<file path="config.mk">
export PLATFORM = sky130hd
export DESIGN_NAME = voxel_temporal_snr
export DESIGN_NICKNAME = d
export VERILOG_FILES = /design/src/design/vtsnr_pkg.sv /design/src/design/voxel_temporal_snr.sv /design/src/design/vtsnr_addsub.sv /design/src/design/vtsnr_accum.sv /design/src/design/vtsnr_solver.sv
export SDC_FILE = /design/constraint.sdc
export NUM_CORES = 2
export LEC_CHECK = 0
export BUFFER_PORTS_ARGS = -buffer_cell sky130_fd_sc_hd__buf_2
export CAP_MARGIN = 10
export CORE_AREA = 8 8 305 307
export DETAILED_ROUTE_END_ITERATION = 10
export DIE_AREA = 0 0 313 315
export HOLD_SLACK_MARGIN = 0.03
export PLACE_DENSITY = 0.69
export RECOVER_POWER = 100
export SLEW_MARGIN = 20
export SYNTH_ARGS = -nofsm -noshare
export SYNTH_HDL_FRONTEND = slang
export SYNTH_SLANG_ARGS = --single-unit
</file>
<file path="constraint.sdc">
create_clock -name clk -period 13.65 [get_ports clk]
set_input_delay 0.6825 -clock clk [delete_from_list [all_inputs] [get_ports clk]]
set_output_delay 0.6825 -clock clk [all_outputs]
set_load 0.01 [all_outputs]
</file>
<file path="src/design/vtsnr_pkg.sv">
package vtsnr_pkg;

	// Field and register widths
	localparam int SAMPLE_BITS    = 16;
	localparam int CUTOFF_BITS    = 16;
	localparam int RC_BITS        = 11;
	localparam int CFG_DATA_BITS  = 16;
	localparam int CFG_INDEX_BITS = 1;
	localparam int OUT_BITS       = 24;

	// Fixed-point scaling: mean in Q16.8, tSNR ratio scaled by 2^16 before the root
	localparam int FRAC_BITS  = 8;
	localparam int TSNR_SHIFT = 16;

	// Volume count limits
	localparam int MAX_REPETITIONS_DEF = 1024;
	localparam int NREP_MIN            = 7;
	localparam int RC_MAX              = (1 << RC_BITS) - 1;
	localparam int FIRST_TAKEN_VOL     = 3;

	// Register indexes on the configuration port
	localparam logic [CFG_INDEX_BITS-1:0] REG_CUTOFF_LEVEL     = 1'd0;
	localparam logic [CFG_INDEX_BITS-1:0] REG_REPETITION_COUNT = 1'd1;

	// Reset value of the repetition count register
	localparam logic [RC_BITS-1:0] RC_RESET = 11'd7;

	// Solver sequencer
	typedef enum logic [3:0] {
		SV_IDLE,
		SV_MUL_NQ,
		SV_MUL_SS,
		SV_SUB_D,
		SV_DIV_MEAN,
		SV_MUL_DEN,
		SV_MUL_NUM,
		SV_DIV_TSNR,
		SV_SQRT,
		SV_DONE
	} solve_state_t;

	// End-of-voxel notice from the accumulator to the solver
	typedef struct packed {
		logic start;
		logic in_mask;
	} voxel_end_t;

	// Result flags, in_mask in the low bit
	typedef struct packed {
		logic flat_series;
		logic in_mask;
	} res_flags_t;

	// Largest usable volume count for a given build limit
	function automatic int nrep_top(int max_rep);
		return (max_rep < RC_MAX) ? max_rep : RC_MAX;
	endfunction

	// Bits needed for the count of accumulated samples
	function automatic int count_bits(int max_rep);
		return $clog2((nrep_top(max_rep) - FIRST_TAKEN_VOL) / 2 + 1);
	endfunction

endpackage

</file>
<file path="src/design/voxel_temporal_snr.sv">
// Temporal SNR of one voxel. Samples of a voxel's time series arrive in volume order,
// one transaction per volume, and are taken at one per cycle: volume 0 decides the mask
// (sample above cutoff_level), and volumes 3, 5, 7 and on, (nrep - 3) / 2 of them, are
// summed along with their squares. After the last volume (repetition_count, clamped to
// 7..MAX_REPETITIONS) s_axis_tready drops while the solver works out the mean and
// mean / sample deviation in Q16.8 on a single shared add/subtract unit: shift-add
// multiplies, restoring divides and a bit-pair square root. The solver runs one step of the
// shared unit per cycle, and a voxel outside the mask goes straight to its result. The
// result then sits in an output register, and a new voxel's samples are taken while it
// waits. A zero deviation saturates tsnr and sets flat_series; a voxel outside the mask
// gives all zeros.
module voxel_temporal_snr #(
	parameter int MAX_REPETITIONS = vtsnr_pkg::MAX_REPETITIONS_DEF
) (
	input  logic                                   clk,
	input  logic                                   arst_n,
	input  logic                                   cfg_we,
	input  logic [vtsnr_pkg::CFG_INDEX_BITS-1:0]   cfg_index,
	input  logic [vtsnr_pkg::CFG_DATA_BITS-1:0]    cfg_data,
	input  logic                                   s_axis_tvalid,
	output logic                                   s_axis_tready,
	input  logic [vtsnr_pkg::SAMPLE_BITS-1:0]      s_axis_tdata,  // [15:0] sample
	output logic                                   m_axis_tvalid,
	input  logic                                   m_axis_tready,
	output logic [2*vtsnr_pkg::OUT_BITS-1:0]       m_axis_tdata,  // [23:0] tsnr, [47:24] mean_value
	output logic [1:0]                             m_axis_tuser   // [0] in_mask, [1] flat_series
);

	localparam int NB   = vtsnr_pkg::count_bits(MAX_REPETITIONS);
	localparam int SW   = vtsnr_pkg::SAMPLE_BITS + NB;
	localparam int QW   = 2 * vtsnr_pkg::SAMPLE_BITS + NB;
	localparam int OUTW = vtsnr_pkg::OUT_BITS;

	logic [vtsnr_pkg::CUTOFF_BITS-1:0] cutoff_q;
	logic [vtsnr_pkg::RC_BITS-1:0]     rep_count_q;

	vtsnr_pkg::voxel_end_t vox;
	logic [SW-1:0]         sum;
	logic [QW-1:0]         sqsum;
	logic [NB-1:0]         count;
	logic                  take;

	logic                  res_valid;
	logic                  res_ready;
	logic [OUTW-1:0]       res_tsnr;
	logic [OUTW-1:0]       res_mean;
	vtsnr_pkg::res_flags_t res_flags;

	logic                  m_valid_q;
	logic [OUTW-1:0]       tsnr_q;
	logic [OUTW-1:0]       mean_q;
	vtsnr_pkg::res_flags_t flags_q;

	// Configuration registers
	always_ff @(posedge clk or negedge arst_n) begin
		if (!arst_n) begin
			cutoff_q    <= '0;
			rep_count_q <= vtsnr_pkg::RC_RESET;
		end else if (cfg_we) begin
			case (cfg_index)
				vtsnr_pkg::REG_CUTOFF_LEVEL: cutoff_q <= cfg_data[vtsnr_pkg::CUTOFF_BITS-1:0];
				vtsnr_pkg::REG_REPETITION_COUNT: rep_count_q <= cfg_data[vtsnr_pkg::RC_BITS-1:0];
				default: ;
			endcase
		end
	end

	assign take = s_axis_tvalid && s_axis_tready;

	vtsnr_accum #(
		.MAX_REPETITIONS(MAX_REPETITIONS)
	) u_accum (
		.clk      (clk),
		.arst_n   (arst_n),
		.take     (take),
		.sample   (s_axis_tdata),
		.cutoff   (cutoff_q),
		.rep_count(rep_count_q),
		.vox      (vox),
		.sum      (sum),
		.sqsum    (sqsum),
		.count    (count)
	);

	vtsnr_solver #(
		.MAX_REPETITIONS(MAX_REPETITIONS)
	) u_solver (
		.clk      (clk),
		.arst_n   (arst_n),
		.vox      (vox),
		.sum      (sum),
		.sqsum    (sqsum),
		.count    (count),
		.ready    (s_axis_tready),
		.res_valid(res_valid),
		.res_ready(res_ready),
		.res_tsnr (res_tsnr),
		.res_mean (res_mean),
		.res_flags(res_flags)
	);

	// Output register: load when empty or being drained
	assign res_ready = !m_valid_q || m_axis_tready;

	always_ff @(posedge clk or negedge arst_n) begin
		if (!arst_n) begin
			m_valid_q <= 1'b0;
		end else if (res_ready) begin
			m_valid_q <= res_valid;
		end
	end

	always_ff @(posedge clk) begin
		if (res_ready && res_valid) begin
			tsnr_q  <= res_tsnr;
			mean_q  <= res_mean;
			flags_q <= res_flags;
		end
	end

	assign m_axis_tvalid = m_valid_q;
	assign m_axis_tdata  = {mean_q, tsnr_q};
	assign m_axis_tuser  = flags_q;

endmodule

</file>
<file path="src/design/vtsnr_addsub.sv">
// Shared add/subtract unit: every multiply, divide and root step runs through here
module vtsnr_addsub #(
	parameter int W = 8
) (
	input  logic [W-1:0] a,
	input  logic [W-1:0] b,
	input  logic         sub,
	output logic [W-1:0] y
);

	logic [W-1:0] b_eff;

	// Invert and carry in for subtraction
	assign b_eff = sub ? ~b : b;
	assign y     = a + b_eff + W'(sub);

endmodule

</file>
<file path="src/design/vtsnr_accum.sv">
// Per-voxel bookkeeping: volume index, mask decision, sum and sum of squares
module vtsnr_accum #(
	parameter int MAX_REPETITIONS = vtsnr_pkg::MAX_REPETITIONS_DEF,
	localparam int NB = vtsnr_pkg::count_bits(MAX_REPETITIONS),
	localparam int SW = vtsnr_pkg::SAMPLE_BITS + NB,
	localparam int QW = 2 * vtsnr_pkg::SAMPLE_BITS + NB
) (
	input  logic                                clk,
	input  logic                                arst_n,
	input  logic                                take,
	input  logic [vtsnr_pkg::SAMPLE_BITS-1:0]   sample,
	input  logic [vtsnr_pkg::CUTOFF_BITS-1:0]   cutoff,
	input  logic [vtsnr_pkg::RC_BITS-1:0]       rep_count,
	output vtsnr_pkg::voxel_end_t               vox,
	output logic [SW-1:0]                       sum,
	output logic [QW-1:0]                       sqsum,
	output logic [NB-1:0]                       count
);

	localparam int NTOP = vtsnr_pkg::nrep_top(MAX_REPETITIONS);
	localparam int IW   = $clog2(NTOP);
	localparam int RB   = vtsnr_pkg::RC_BITS;

	logic [IW-1:0] idx_q;
	logic          mask_q;
	logic [SW-1:0] sum_q;
	logic [QW-1:0] sqsum_q;
	logic [NB-1:0] cnt_q;

	logic [RB-1:0]                       nrep;
	logic [RB-1:0]                       span;
	logic [NB-1:0]                       n_tgt;
	logic                                last;
	logic                                acc_vol;
	logic [2*vtsnr_pkg::SAMPLE_BITS-1:0] square;
	logic                                mask_d;
	logic [SW-1:0]                       sum_d;
	logic [QW-1:0]                       sqsum_d;
	logic [NB-1:0]                       cnt_d;

	// Clamp the volume count and derive how many samples are taken
	always_comb begin
		if (rep_count < RB'(vtsnr_pkg::NREP_MIN)) begin
			nrep = RB'(vtsnr_pkg::NREP_MIN);
		end else if (rep_count > RB'(NTOP)) begin
			nrep = RB'(NTOP);
		end else begin
			nrep = rep_count;
		end
		span  = (nrep - RB'(vtsnr_pkg::FIRST_TAKEN_VOL)) >> 1;
		n_tgt = span[NB-1:0];
	end

	// Last volume of the voxel; odd volumes from the third on are taken
	assign last    = ((RB + 1)'(idx_q) + (RB + 1)'(1)) >= {1'b0, nrep};
	assign acc_vol = idx_q[0] && (idx_q != IW'(1)) && (cnt_q < n_tgt);
	assign square  = sample * sample;

	// Updated voxel state including the current sample
	always_comb begin
		mask_d  = mask_q;
		sum_d   = sum_q;
		sqsum_d = sqsum_q;
		cnt_d   = cnt_q;
		if (idx_q == '0) begin
			// The upper mask limit lies beyond any 16-bit sample
			mask_d = sample > cutoff;
		end else if (acc_vol) begin
			sum_d   = sum_q + SW'(sample);
			sqsum_d = sqsum_q + QW'(square);
			cnt_d   = cnt_q + NB'(1);
		end
	end

	// Hand the finished voxel to the solver
	assign vox.start   = take && last;
	assign vox.in_mask = mask_d;
	assign sum         = sum_d;
	assign sqsum       = sqsum_d;
	assign count       = cnt_d;

	// Advance or clear the voxel state on each transaction
	always_ff @(posedge clk or negedge arst_n) begin
		if (!arst_n) begin
			idx_q   <= '0;
			mask_q  <= 1'b0;
			sum_q   <= '0;
			sqsum_q <= '0;
			cnt_q   <= '0;
		end else if (take) begin
			if (last) begin
				idx_q   <= '0;
				mask_q  <= 1'b0;
				sum_q   <= '0;
				sqsum_q <= '0;
				cnt_q   <= '0;
			end else begin
				idx_q   <= idx_q + IW'(1);
				mask_q  <= mask_d;
				sum_q   <= sum_d;
				sqsum_q <= sqsum_d;
				cnt_q   <= cnt_d;
			end
		end
	end

endmodule

</file>
<file path="src/design/vtsnr_solver.sv">
// End-of-voxel solver: mean and tSNR by shift-add multiply, restoring divide and
// digit-by-digit square root, all on one shared add/subtract unit
module vtsnr_solver #(
	parameter int MAX_REPETITIONS = vtsnr_pkg::MAX_REPETITIONS_DEF,
	localparam int NB = vtsnr_pkg::count_bits(MAX_REPETITIONS),
	localparam int SW = vtsnr_pkg::SAMPLE_BITS + NB,
	localparam int QW = 2 * vtsnr_pkg::SAMPLE_BITS + NB
) (
	input  logic                             clk,
	input  logic                             arst_n,
	input  vtsnr_pkg::voxel_end_t            vox,
	input  logic [SW-1:0]                    sum,
	input  logic [QW-1:0]                    sqsum,
	input  logic [NB-1:0]                    count,
	output logic                             ready,
	output logic                             res_valid,
	input  logic                             res_ready,
	output logic [vtsnr_pkg::OUT_BITS-1:0]   res_tsnr,
	output logic [vtsnr_pkg::OUT_BITS-1:0]   res_mean,
	output vtsnr_pkg::res_flags_t            res_flags
);

	localparam int OUTW  = vtsnr_pkg::OUT_BITS;
	localparam int FRAC  = vtsnr_pkg::FRAC_BITS;
	localparam int SHIFT = vtsnr_pkg::TSNR_SHIFT;
	localparam int PW    = 2 * SW;
	localparam int DENW  = NB + PW;
	localparam int RW    = DENW + 1;
	localparam int AW    = RW + 1;
	localparam int DVW   = DENW + SHIFT;
	localparam int MEANW = SW + FRAC;
	localparam int VW    = 2 * OUTW;
	localparam int CW    = $clog2(DVW + 1);

	vtsnr_pkg::solve_state_t state_q, state_d;

	logic [CW-1:0]   cnt_q;
	logic [SW-1:0]   s_q;
	logic [NB-1:0]   n_q;
	logic            mask_q;
	logic            flat_q;
	logic [PW-1:0]   x_q;
	logic [PW-1:0]   ss_q;
	logic [AW-1:0]   acc_q;
	logic [AW-1:0]   mcand_q;
	logic [SW-1:0]   mplier_q;
	logic [RW-1:0]   rem_q;
	logic [DENW-1:0] dsr_q;
	logic [DVW-1:0]  dvd_q;
	logic [OUTW-1:0] root_q;
	logic [OUTW-1:0] mean_q;
	logic [OUTW-1:0] tsnr_q;

	logic [AW-1:0]    alu_a;
	logic [AW-1:0]    alu_b;
	logic             alu_sub;
	logic [AW-1:0]    alu_y;
	logic             last;
	logic             take;
	logic [AW-1:0]    acc_nx;
	logic [RW-1:0]    div_sh;
	logic [RW-1:0]    sq_sh;
	logic [OUTW+1:0]  trial;
	logic [MEANW-1:0] quot_mean;
	logic [OUTW-1:0]  mean_sat;
	logic [DVW-1:0]   quot_full;
	logic             quot_over;
	logic [PW-1:0]    d_val;
	logic             flat_now;

	vtsnr_addsub #(
		.W(AW)
	) u_addsub (
		.a  (alu_a),
		.b  (alu_b),
		.sub(alu_sub),
		.y  (alu_y)
	);

	// Step helpers around the shared unit
	assign last      = cnt_q == CW'(1);
	assign take      = !alu_y[AW-1];
	assign acc_nx    = mplier_q[0] ? alu_y : acc_q;
	assign div_sh    = {rem_q[RW-2:0], dvd_q[DVW-1]};
	assign sq_sh     = {rem_q[RW-3:0], dvd_q[DVW-1 -: 2]};
	assign trial     = {root_q, 2'b01};
	assign quot_mean = {dvd_q[MEANW-2:0], take};
	assign mean_sat  = (|quot_mean[MEANW-1:OUTW]) ? {OUTW{1'b1}} : quot_mean[OUTW-1:0];
	assign quot_full = {dvd_q[DVW-2:0], take};
	assign quot_over = |quot_full[DVW-1:VW];
	assign d_val     = alu_y[PW-1:0];
	assign flat_now  = (n_q < NB'(2)) || (d_val == '0);

	// Next state
	always_comb begin
		state_d = state_q;
		case (state_q)
			vtsnr_pkg::SV_IDLE: begin
				if (vox.start) begin
					state_d = vox.in_mask ? vtsnr_pkg::SV_MUL_NQ : vtsnr_pkg::SV_DONE;
				end
			end
			vtsnr_pkg::SV_MUL_NQ: begin
				if (last) state_d = vtsnr_pkg::SV_MUL_SS;
			end
			vtsnr_pkg::SV_MUL_SS: begin
				if (last) state_d = vtsnr_pkg::SV_SUB_D;
			end
			vtsnr_pkg::SV_SUB_D: begin
				state_d = (n_q == '0) ? vtsnr_pkg::SV_DONE : vtsnr_pkg::SV_DIV_MEAN;
			end
			vtsnr_pkg::SV_DIV_MEAN: begin
				if (last) state_d = flat_q ? vtsnr_pkg::SV_DONE : vtsnr_pkg::SV_MUL_DEN;
			end
			vtsnr_pkg::SV_MUL_DEN: begin
				if (last) state_d = vtsnr_pkg::SV_MUL_NUM;
			end
			vtsnr_pkg::SV_MUL_NUM: begin
				if (last) state_d = vtsnr_pkg::SV_DIV_TSNR;
			end
			vtsnr_pkg::SV_DIV_TSNR: begin
				if (last) state_d = quot_over ? vtsnr_pkg::SV_DONE : vtsnr_pkg::SV_SQRT;
			end
			vtsnr_pkg::SV_SQRT: begin
				if (last) state_d = vtsnr_pkg::SV_DONE;
			end
			vtsnr_pkg::SV_DONE: begin
				if (res_ready) state_d = vtsnr_pkg::SV_IDLE;
			end
			default: state_d = vtsnr_pkg::SV_IDLE;
		endcase
	end

	// Outputs: operand routing to the shared unit and handshake flags
	always_comb begin
		alu_a     = '0;
		alu_b     = '0;
		alu_sub   = 1'b0;
		ready     = 1'b0;
		res_valid = 1'b0;
		case (state_q)
			vtsnr_pkg::SV_IDLE: ready = 1'b1;
			vtsnr_pkg::SV_MUL_NQ, vtsnr_pkg::SV_MUL_SS,
			vtsnr_pkg::SV_MUL_DEN, vtsnr_pkg::SV_MUL_NUM: begin
				alu_a = acc_q;
				alu_b = mcand_q;
			end
			vtsnr_pkg::SV_SUB_D: begin
				alu_a   = AW'(x_q);
				alu_b   = AW'(ss_q);
				alu_sub = 1'b1;
			end
			vtsnr_pkg::SV_DIV_MEAN, vtsnr_pkg::SV_DIV_TSNR: begin
				alu_a   = AW'(div_sh);
				alu_b   = AW'(dsr_q);
				alu_sub = 1'b1;
			end
			vtsnr_pkg::SV_SQRT: begin
				alu_a   = AW'(sq_sh);
				alu_b   = AW'(trial);
				alu_sub = 1'b1;
			end
			vtsnr_pkg::SV_DONE: res_valid = 1'b1;
			default: ;
		endcase
	end

	// Sequencer state
	always_ff @(posedge clk or negedge arst_n) begin
		if (!arst_n) begin
			state_q <= vtsnr_pkg::SV_IDLE;
		end else begin
			state_q <= state_d;
		end
	end

	// Datapath registers; each phase loads the operands of the next on its last step
	always_ff @(posedge clk) begin
		case (state_q)
			vtsnr_pkg::SV_IDLE: begin
				if (vox.start) begin
					s_q      <= sum;
					n_q      <= count;
					mask_q   <= vox.in_mask;
					flat_q   <= 1'b0;
					mean_q   <= '0;
					tsnr_q   <= '0;
					acc_q    <= '0;
					mcand_q  <= AW'(sqsum);
					mplier_q <= SW'(count);
					cnt_q    <= CW'(NB);
				end
			end
			vtsnr_pkg::SV_MUL_NQ: begin
				if (last) begin
					x_q      <= acc_nx[PW-1:0];
					acc_q    <= '0;
					mcand_q  <= AW'(s_q);
					mplier_q <= s_q;
					cnt_q    <= CW'(SW);
				end else begin
					acc_q    <= acc_nx;
					mcand_q  <= mcand_q << 1;
					mplier_q <= mplier_q >> 1;
					cnt_q    <= cnt_q - CW'(1);
				end
			end
			vtsnr_pkg::SV_MUL_SS: begin
				acc_q    <= acc_nx;
				mcand_q  <= mcand_q << 1;
				mplier_q <= mplier_q >> 1;
				cnt_q    <= cnt_q - CW'(1);
				if (last) begin
					ss_q <= acc_nx[PW-1:0];
				end
			end
			vtsnr_pkg::SV_SUB_D: begin
				// Zero deviation or too few samples: saturate tSNR
				x_q    <= d_val;
				flat_q <= flat_now;
				tsnr_q <= flat_now ? {OUTW{1'b1}} : '0;
				rem_q  <= '0;
				dvd_q  <= {s_q, {FRAC{1'b0}}, {(DVW - MEANW){1'b0}}};
				dsr_q  <= DENW'(n_q);
				cnt_q  <= CW'(MEANW);
			end
			vtsnr_pkg::SV_DIV_MEAN: begin
				rem_q <= take ? alu_y[RW-1:0] : div_sh;
				dvd_q <= quot_full;
				if (last) begin
					mean_q   <= mean_sat;
					acc_q    <= '0;
					mcand_q  <= AW'(x_q);
					mplier_q <= SW'(n_q);
					cnt_q    <= CW'(NB);
				end else begin
					cnt_q <= cnt_q - CW'(1);
				end
			end
			vtsnr_pkg::SV_MUL_DEN: begin
				if (last) begin
					dsr_q    <= acc_nx[DENW-1:0];
					acc_q    <= '0;
					mcand_q  <= AW'(ss_q);
					mplier_q <= SW'(n_q - NB'(1));
					cnt_q    <= CW'(NB);
				end else begin
					acc_q    <= acc_nx;
					mcand_q  <= mcand_q << 1;
					mplier_q <= mplier_q >> 1;
					cnt_q    <= cnt_q - CW'(1);
				end
			end
			vtsnr_pkg::SV_MUL_NUM: begin
				acc_q    <= acc_nx;
				mcand_q  <= mcand_q << 1;
				mplier_q <= mplier_q >> 1;
				if (last) begin
					dvd_q <= {acc_nx[DENW-1:0], {SHIFT{1'b0}}};
					rem_q <= '0;
					cnt_q <= CW'(DVW);
				end else begin
					cnt_q <= cnt_q - CW'(1);
				end
			end
			vtsnr_pkg::SV_DIV_TSNR: begin
				if (last && !quot_over) begin
					dvd_q  <= {quot_full[VW-1:0], {(DVW - VW){1'b0}}};
					rem_q  <= '0;
					root_q <= '0;
					cnt_q  <= CW'(OUTW);
				end else begin
					rem_q <= take ? alu_y[RW-1:0] : div_sh;
					dvd_q <= quot_full;
					cnt_q <= cnt_q - CW'(1);
				end
				if (last && quot_over) begin
					tsnr_q <= {OUTW{1'b1}};
				end
			end
			vtsnr_pkg::SV_SQRT: begin
				rem_q  <= take ? alu_y[RW-1:0] : sq_sh;
				root_q <= {root_q[OUTW-2:0], take};
				dvd_q  <= dvd_q << 2;
				cnt_q  <= cnt_q - CW'(1);
				if (last) begin
					tsnr_q <= {root_q[OUTW-2:0], take};
				end
			end
			default: ;
		endcase
	end

	assign res_tsnr              = tsnr_q;
	assign res_mean              = mean_q;
	assign res_flags.in_mask     = mask_q;
	assign res_flags.flat_series = flat_q;

	// A finished voxel always occupies the solver on the next cycle
	a_start_busy: assert property (@(posedge clk) disable iff (!arst_n)
		vox.start |=> state_q != vtsnr_pkg::SV_IDLE)
		else $error("solver idle after voxel start");

	// The root is only taken for an in-mask voxel with a nonzero deviation
	a_sqrt_ok: assert property (@(posedge clk) disable iff (!arst_n)
		state_q == vtsnr_pkg::SV_SQRT |-> mask_q && !flat_q)
		else $error("square root on flat or masked-out voxel");

	// Divisions never run with a zero divisor
	a_div_nonzero: assert property (@(posedge clk) disable iff (!arst_n)
		(state_q == vtsnr_pkg::SV_DIV_MEAN || state_q == vtsnr_pkg::SV_DIV_TSNR)
		|-> dsr_q != '0)
		else $error("division by zero");

	// Masked-out voxels report all zeros
	a_mask_zero: assert property (@(posedge clk) disable iff (!arst_n)
		(state_q == vtsnr_pkg::SV_DONE && !mask_q)
		|-> tsnr_q == '0 && mean_q == '0 && !flat_q)
		else $error("masked-out voxel with nonzero result");

endmodule
</file>
# After elaboration in Yosys (flattened, before gate mapping)
# Index checks and enable logic that the tools add are counted.
# word_totals
word_cells,199
register_bits,723
memories,0
latch_bits,0
input_bits,38
ram_bits,0
romBits,0
output_inout_bits,52
# op_classes
n_mux,79
addsub,10
div_mod_pow,0
reduce_logical,50
n_shift,0
n_lt_le_gt_ge,6
bitwise_logic,2
multipliers,1
eq_ne,22
# ops
op,count
case mux 61 bit (4 select lines),3
2-to-1 mux 61 bit,9
case mux 75 bit (5 select lines),1
case mux 61 bit (5 select lines),1
2-to-1 mux 59 bit,5
case mux 59 bit (5 select lines),1
2-to-1 mux 25 bit,7
2-to-1 mux 24 bit,7
2-to-1 mux 75 bit,2
case mux 25 bit (5 select lines),1
2-to-1 mux 41 bit,3
case mux 59 bit (2 select lines),1
case mux 50 bit (2 select lines),1
case mux 24 bit (2 select lines),2
case mux 24 bit (4 select lines),1
adder 61 x 1 -> 61 bit,1
adder 61 bit,1
NOT 61 bit,1
zero test 50 bit,1
2-to-1 mux 50 bit,1
case mux 7 bit (7 select lines),1
2-to-1 mux 4 bit,12
adder 41 x 32 -> 41 bit,1
case mux 4 bit (10 select lines),1
other kinds (47),105

# Depth between registers and ports, before layout
# logic_depth
word_depth,11
mapped_depth,28
mapped_depth_nobuf,28

# By module
# From an unflattened synthesis, not the netlist that was laid out.
# hier_totals
cells_unflattened,5005
area_unflattened_um2,49256.0
# by_module_without_submodules
mod,area_per_inst_um2,seq_area_each_um2,instances,cells_each
vtsnr_solver,27427.6,16766.1,1,2527
vtsnr_accum,14960.6,2152.1,1,1757
vtsnr_addsub,4239.1,0.0,1,607
voxel_temporal_snr,2628.8,2205.9,1,114

# Least setup slack after synthesis
# Ideal clock, no wire load.
# synth_path
path_kind,register -> register
startpoint,register rep_count_q[7] in the netlist's numbering
endpoint,register u_solver.mcand_q[0] (enable)
n_path_buf,0
t_arrival_ps,9874
stages_incl_launch_ff,21
setup_ps,658
required_ps,12992
synth_period_minus_slack_ps,10532
path_slack_ps,3118
path_cell_list,dfrtp_1 > nor2_1 > nand2_1 > nor4_1 > nor2_1 > nor2_1 > inv_1 > ha_1 > a21o_1 > a21o_1 > a21o_1 > a21o_1 > a21o_1 > a21o_1 > a21oi_1 > o21ai_0 > a21o_1 > nand2_1 > inv_1 > a21oi_1 > a211oi_1
# synth_via
elab_chain_len,7
word_cells_on_any_way,8
cone_classes,order compare (3); eq/ne (1); mux (2); reduce/logical (2)
# synth_rtl
item,line_no,source
"start, declared",voxel_temporal_snr.sv:35,logic [vtsnr_pkg::RC_BITS-1:0] rep_count_q;
"start signal, assigned",voxel_temporal_snr.sv:58,rep_count_q <= vtsnr_pkg::RC_RESET;
"start signal, assigned",voxel_temporal_snr.sv:62,vtsnr_pkg::REG_REPETITION_COUNT: rep_count_q <= cfg_data[vtsnr_pkg::RC_BITS-1:0];
greater-than comparator 11 bit,vtsnr_accum.sv:45,end else if (rep_count > RB'(NTOP)) begin
2-to-1 mux 11 bit,vtsnr_accum.sv:45,
2-to-1 mux 11 bit (*),vtsnr_accum.sv:43,if (rep_count < RB'(vtsnr_pkg::NREP_MIN)) begin
greater-or-equal comparator 11 bit (*),vtsnr_accum.sv:55,"assign last = ((RB + 1)'(idx_q) + (RB + 1)'(1)) >= {1'b0, nrep};"
logical AND 1 bit (*),vtsnr_accum.sv:76,assign vox.start = take && last;
!= test 2 bit (no line) (*),n/a,
AND reduction 3 bit (no line) (*),n/a,
"end signal, assigned",vtsnr_solver.sv:189,mcand_q <= AW'(sqsum);
"end signal, assigned",vtsnr_solver.sv:198,mcand_q <= AW'(s_q);
"end signal, assigned",vtsnr_solver.sv:203,mcand_q <= mcand_q << 1;
"end, declared",vtsnr_solver.sv:45,logic [AW-1:0] mcand_q;
# Mark *: on every way between the ends. The rest lies on a longest branch, timed or not.
# A chain may end at the register's enable or synchronous reset.

# Final worst setup path
# layout_path
startpoint,register u_solver.state_q[0]
endpoint,"register u_solver.tsnr_q[0] (netlist: u_solver.res_tsnr[0]), data pin"
# layout_via
elab_chain_len,11
word_cells_on_any_way,25
cone_classes,add/sub (2); eq/ne (8); mux (7); bitwise (1); reduce/logical (7)
# layout_rtl
item,line_no,source
"start, declared",vtsnr_solver.sv:35,"vtsnr_pkg::solve_state_t state_q, state_d;"
"start signal, assigned",vtsnr_solver.sv:171,state_q <= vtsnr_pkg::SV_IDLE;
"start signal, assigned",vtsnr_solver.sv:173,state_q <= state_d;
equality test 4 x 1 -> 1 bit (tied with other cells),vtsnr_solver.sv:141,case (state_q)
OR reduction 4 bit / OR reduction 2 bit (equally long branches),n/a,
case mux 61 bit (4 select lines),vtsnr_solver.sv:141,
NOT 61 bit,vtsnr_addsub.sv:14,assign b_eff = sub ? ~b : b;
2-to-1 mux 61 bit,vtsnr_addsub.sv:14,
adder 61 bit,vtsnr_addsub.sv:15,assign y = a + b_eff + W'(sub);
adder 61 x 1 -> 61 bit,vtsnr_addsub.sv:15,
zero test 50 bit,vtsnr_solver.sv:92,assign flat_now = (n_q < NB'(2)) || (d_val == '0);
logical OR 1 bit,vtsnr_solver.sv:92,
2-to-1 mux 24 bit,vtsnr_solver.sv:221,tsnr_q <= flat_now ? {OUTW{1'b1}} : '0;
case mux 24 bit (4 select lines) (*),vtsnr_solver.sv:179,case (state_q)
"end signal, assigned",vtsnr_solver.sv:221,
"end signal, assigned",vtsnr_solver.sv:278,tsnr_q <= {OUTW{1'b1}};
"end signal, assigned",vtsnr_solver.sv:287,"tsnr_q <= {root_q[OUTW-2:0], take};"
"end, declared",vtsnr_solver.sv:52,logic [OUTW-1:0] tsnr_q;
# Mark *: on every way between the ends. The rest lies on a longest branch, timed or not. The select of a mux whose other input is x is not followed.

==> metrics <==
final setup fails=0; synthesized cell area=47960 um2; n_diodes=0; initial antenna violation count=2; P_leak=21.31 nW; Req. time, crit path=13960 ps; die area=98600 um2; Critical Path End=u_solver.res_tsnr[0]; failing checks=capacitance limit, slew limit; first-pass GRT wire length=224.3 mm; area post-placement=around 50000 um2; Fill cells=7612; Multi-input gate area=roughly 24000 um2; status=finished, violations left; IO Pins=90; final hold vios=0; r2r worst-path depth=20; post-synthesis sequential area ratio=44.05%; top post-synthesis cells by count=edfxtp_1, nand2_1, inv_1; final WL=146.8 mm; Residual DRC=0; ranking of synthesized cells by area=edfxtp_1, fa_1, dfrtp_1; Peak Freq=94.77 MHz; final net count=5212; Final Skew=32.62 ps; Arr. time, crit path=10860 ps; share of the synthesized area in the top cell type=37.88%; number of max-cap violations=32; Syn Area/Cell=9.958 um2; post-CTS setup buffer count=0; Main synth FF type=edfxtp_1; worst vdd ir=0.1790 mV; R2R Path Start=u_solver.state_q[0]; drt pass-1 iters=9; post-DP HPWL=between 100 and 150 mm; CTS Buf Count=81; number of global-route vias before repair=36870; crit end category=flip-flop; CTS tree=built; Worst Hold Class=in -> reg; CTS HTree Levels=3; instance count on the critical path=20; setup_tns=0 ps; Reg-to-Reg End=u_solver.res_tsnr[0]; Final Max Slew Viols=1349; CP Buf/Inv Count=3; GRT Overall Usage=between 20% and 30%; CTS max path bufs=3; vias per cell=6.357; routability cong.=0.9751; actual slew at the worst max-slew pin=4308 ps; Worst path max stage delay=~2400 ps; slowest stage cell, crit path=clkbuf_1; hold buffers post-CTS=0; design area=51660 um2; drt initial violations=5434; register area=21120 um2; most common cell in the synthesized netlist=edfxtp_1; FP Rows=roughly 110; Worst setup startpoint=u_solver.state_q[0]; clock latency on the worst-skew pair=650 ps; Post-Syn Instances=4816; CP delay by family, top=compound AO/OA/AOI/OAI gates; EDFF count, synth=605; Yosys warnings=0; clk sinks=between 700 and 800; Initial Util=54.52%; Die Y=around 320 um; Area Growth Syn to Fin=7.715%; share of layout cells above drive strength 1=4.981%; clk slew on worst S/H paths=60 ps; Power, Total=~7.0 mW; RSZ-0062 raised after global routing=no; Mapped Nets=about 5300; Rel. slew slack=-187.2%; ys async rst share=16.32%; Max FO, Critical Path=67; Vias=38035; pwr dens=around 130 nW/um2; I/O Buffers=89; worst-path cell chain=nand2_1 -> nor3_1 -> buf_4 -> clkbuf_1 -> a21oi_1 -> a32o_1 -> ha_1 -> a21o_1 -> a21o_1 -> a21oi_1 -> inv_1 -> a2111oi_0 -> o21ai_2 -> xnor2_1 -> nor2_1 -> nor4bb_1 -> and4_1 -> and4_1 -> o31ai_4 -> o21ai_0; global route overflow=0; root buffer cell=clkbuf_16; synth unique cells=87; CP Class=reg -> reg; #FFs+latches synth=723; period utilization=77.31%; die width=roughly 310 um; min Tclk post-route=~11000 ps; r2r setup slk=3100 ps; CP Launch Type=flip-flop; post-CTS sizing=0; Core Box Area=87970 um2; DRT antenna net count=0; Synth area leader=edfxtp_1; Routed wire per std cell=24.54 um; largest net degree at the start of global routing=192
[area by class of cell]
cell class	count	area share, %
clock buffer	104	4.232
clock inverter	43	0.7896
inverter	477	3.466
multi-input combinational	3313	46.30
sequential	723	40.89
tap	1165	2.822
timing repair buffer	158	1.502
[cells in the final DEF, fill, tap and decap left out, drive strengths merged, types with 65 or more instances in the layout]
cell type / netlist / layout
ha: 226 / 226
and2: 75 / 75
a21oi: 331 / 331
a21o: 69 / 69
mux2i: 73 / 73
a22o: 69 / 69
xnor2: 98 / 98
buf: 39 / 68
edfxtp: 605 / 605
a222oi: 94 / 94
o21ai: 377 / 377
clkbuf: 264 / 194
fa: 194 / 194
nand3: 65 / 65
nand2: 516 / 516
dfrtp: 115 / 115
a221o: 66 / 66
nor2: 389 / 389
inv: 476 / 479
[layer usage]
layer / up-vias / part of all wire, % / GRT usage, %
li1: 17229 / - / -
met1: 18590 / 40 / 39.12
met2: 1908 / 46 / 46.81
met3: 308 / 9.1 / 5.055
met5: - / 0 / 0
met4: 0 / 4.3 / 11.30
[flip-flops by register name, indices dropped and copies added, names as in the netlist, 41 cells and up]
signal	flops
u_solver.acc_q	61
u_solver.dvd_q	75
u_solver.dsr_q	59
u_accum.sqsum_q	41
u_solver.ss_q	50
u_solver.rem_q	59
u_solver.x_q	50
u_solver.mcand_q	61
[where the power goes]
group	total (mW)	switching, mW	internal, mW
Clock	2.17	0.922	1.25
Sequential	2.38	0.00630	2.37
Combinational	2.41	1.40	1.01
Total	6.96	2.33	4.63
[worst reg2reg max path: stages (launching register included)]
cell	delay [ps]
dfrtp_1	850
nand2_1	300
nor3_1	280
buf_4	470
clkbuf_1	2390
a21oi_1	280
a32o_1	390
ha_1	380
a21o_1	240
a21o_1	180
a21oi_1	350
inv_1	70
a2111oi_0	1440
o21ai_2	140
xnor2_1	520
nor2_1	90
nor4bb_1	200
and4_1	230
and4_1	320
o31ai_4	860
o21ai_0	260
[kinds of logic (layout without fill, tap and decap cells)]
kind of cell	count (synthesis)	after routing	synth area share, %
AND/OR/NAND/NOR	1305	1305	12.24
buffers and inverters	780	782	6.160
multiplexers	92	92	1.970
flip-flops	723	723	44.05
adder cells (fa/ha/maj)	420	420	13.99
XOR/XNOR	145	145	2.664
AO/OA/AOI/OAI	1351	1351	18.92
[how the worst min path moves through the flow]
stage | to | cells after the start | from | slack (ps)
after CTS | rep_count_q[4] | 1 | arst_n | 150
after detailed placement | tsnr_q[21] | 0 | u_solver.res_tsnr[21] | 400
after global placement | mean_q[3] | 0 | u_solver.res_mean[3] | 400
final | cutoff_q[14] | 3 | cfg_data[14] | 240
after global routing | cutoff_q[14] | 3 | cfg_data[14] | 260
after floorplan | cutoff_q[0] | 0 | arst_n | 390
[metrics by stage]
stage	hold slack, ps	worst slack [ps]	util [%]	instances
2_1_floorplan	386.9	3118	-	4816
3_3_place_gp	401.1	5344	56.19	5836
3_5_place_dp	404.5	5161	56.20	5836
4_1_cts	154.0	5194	59.14	5983
5_1_grt	260.4	2386	58.72	5983
6_report	244.6	3098	58.72	5983
Note: power is estimated with default switching activity, not from simulation.
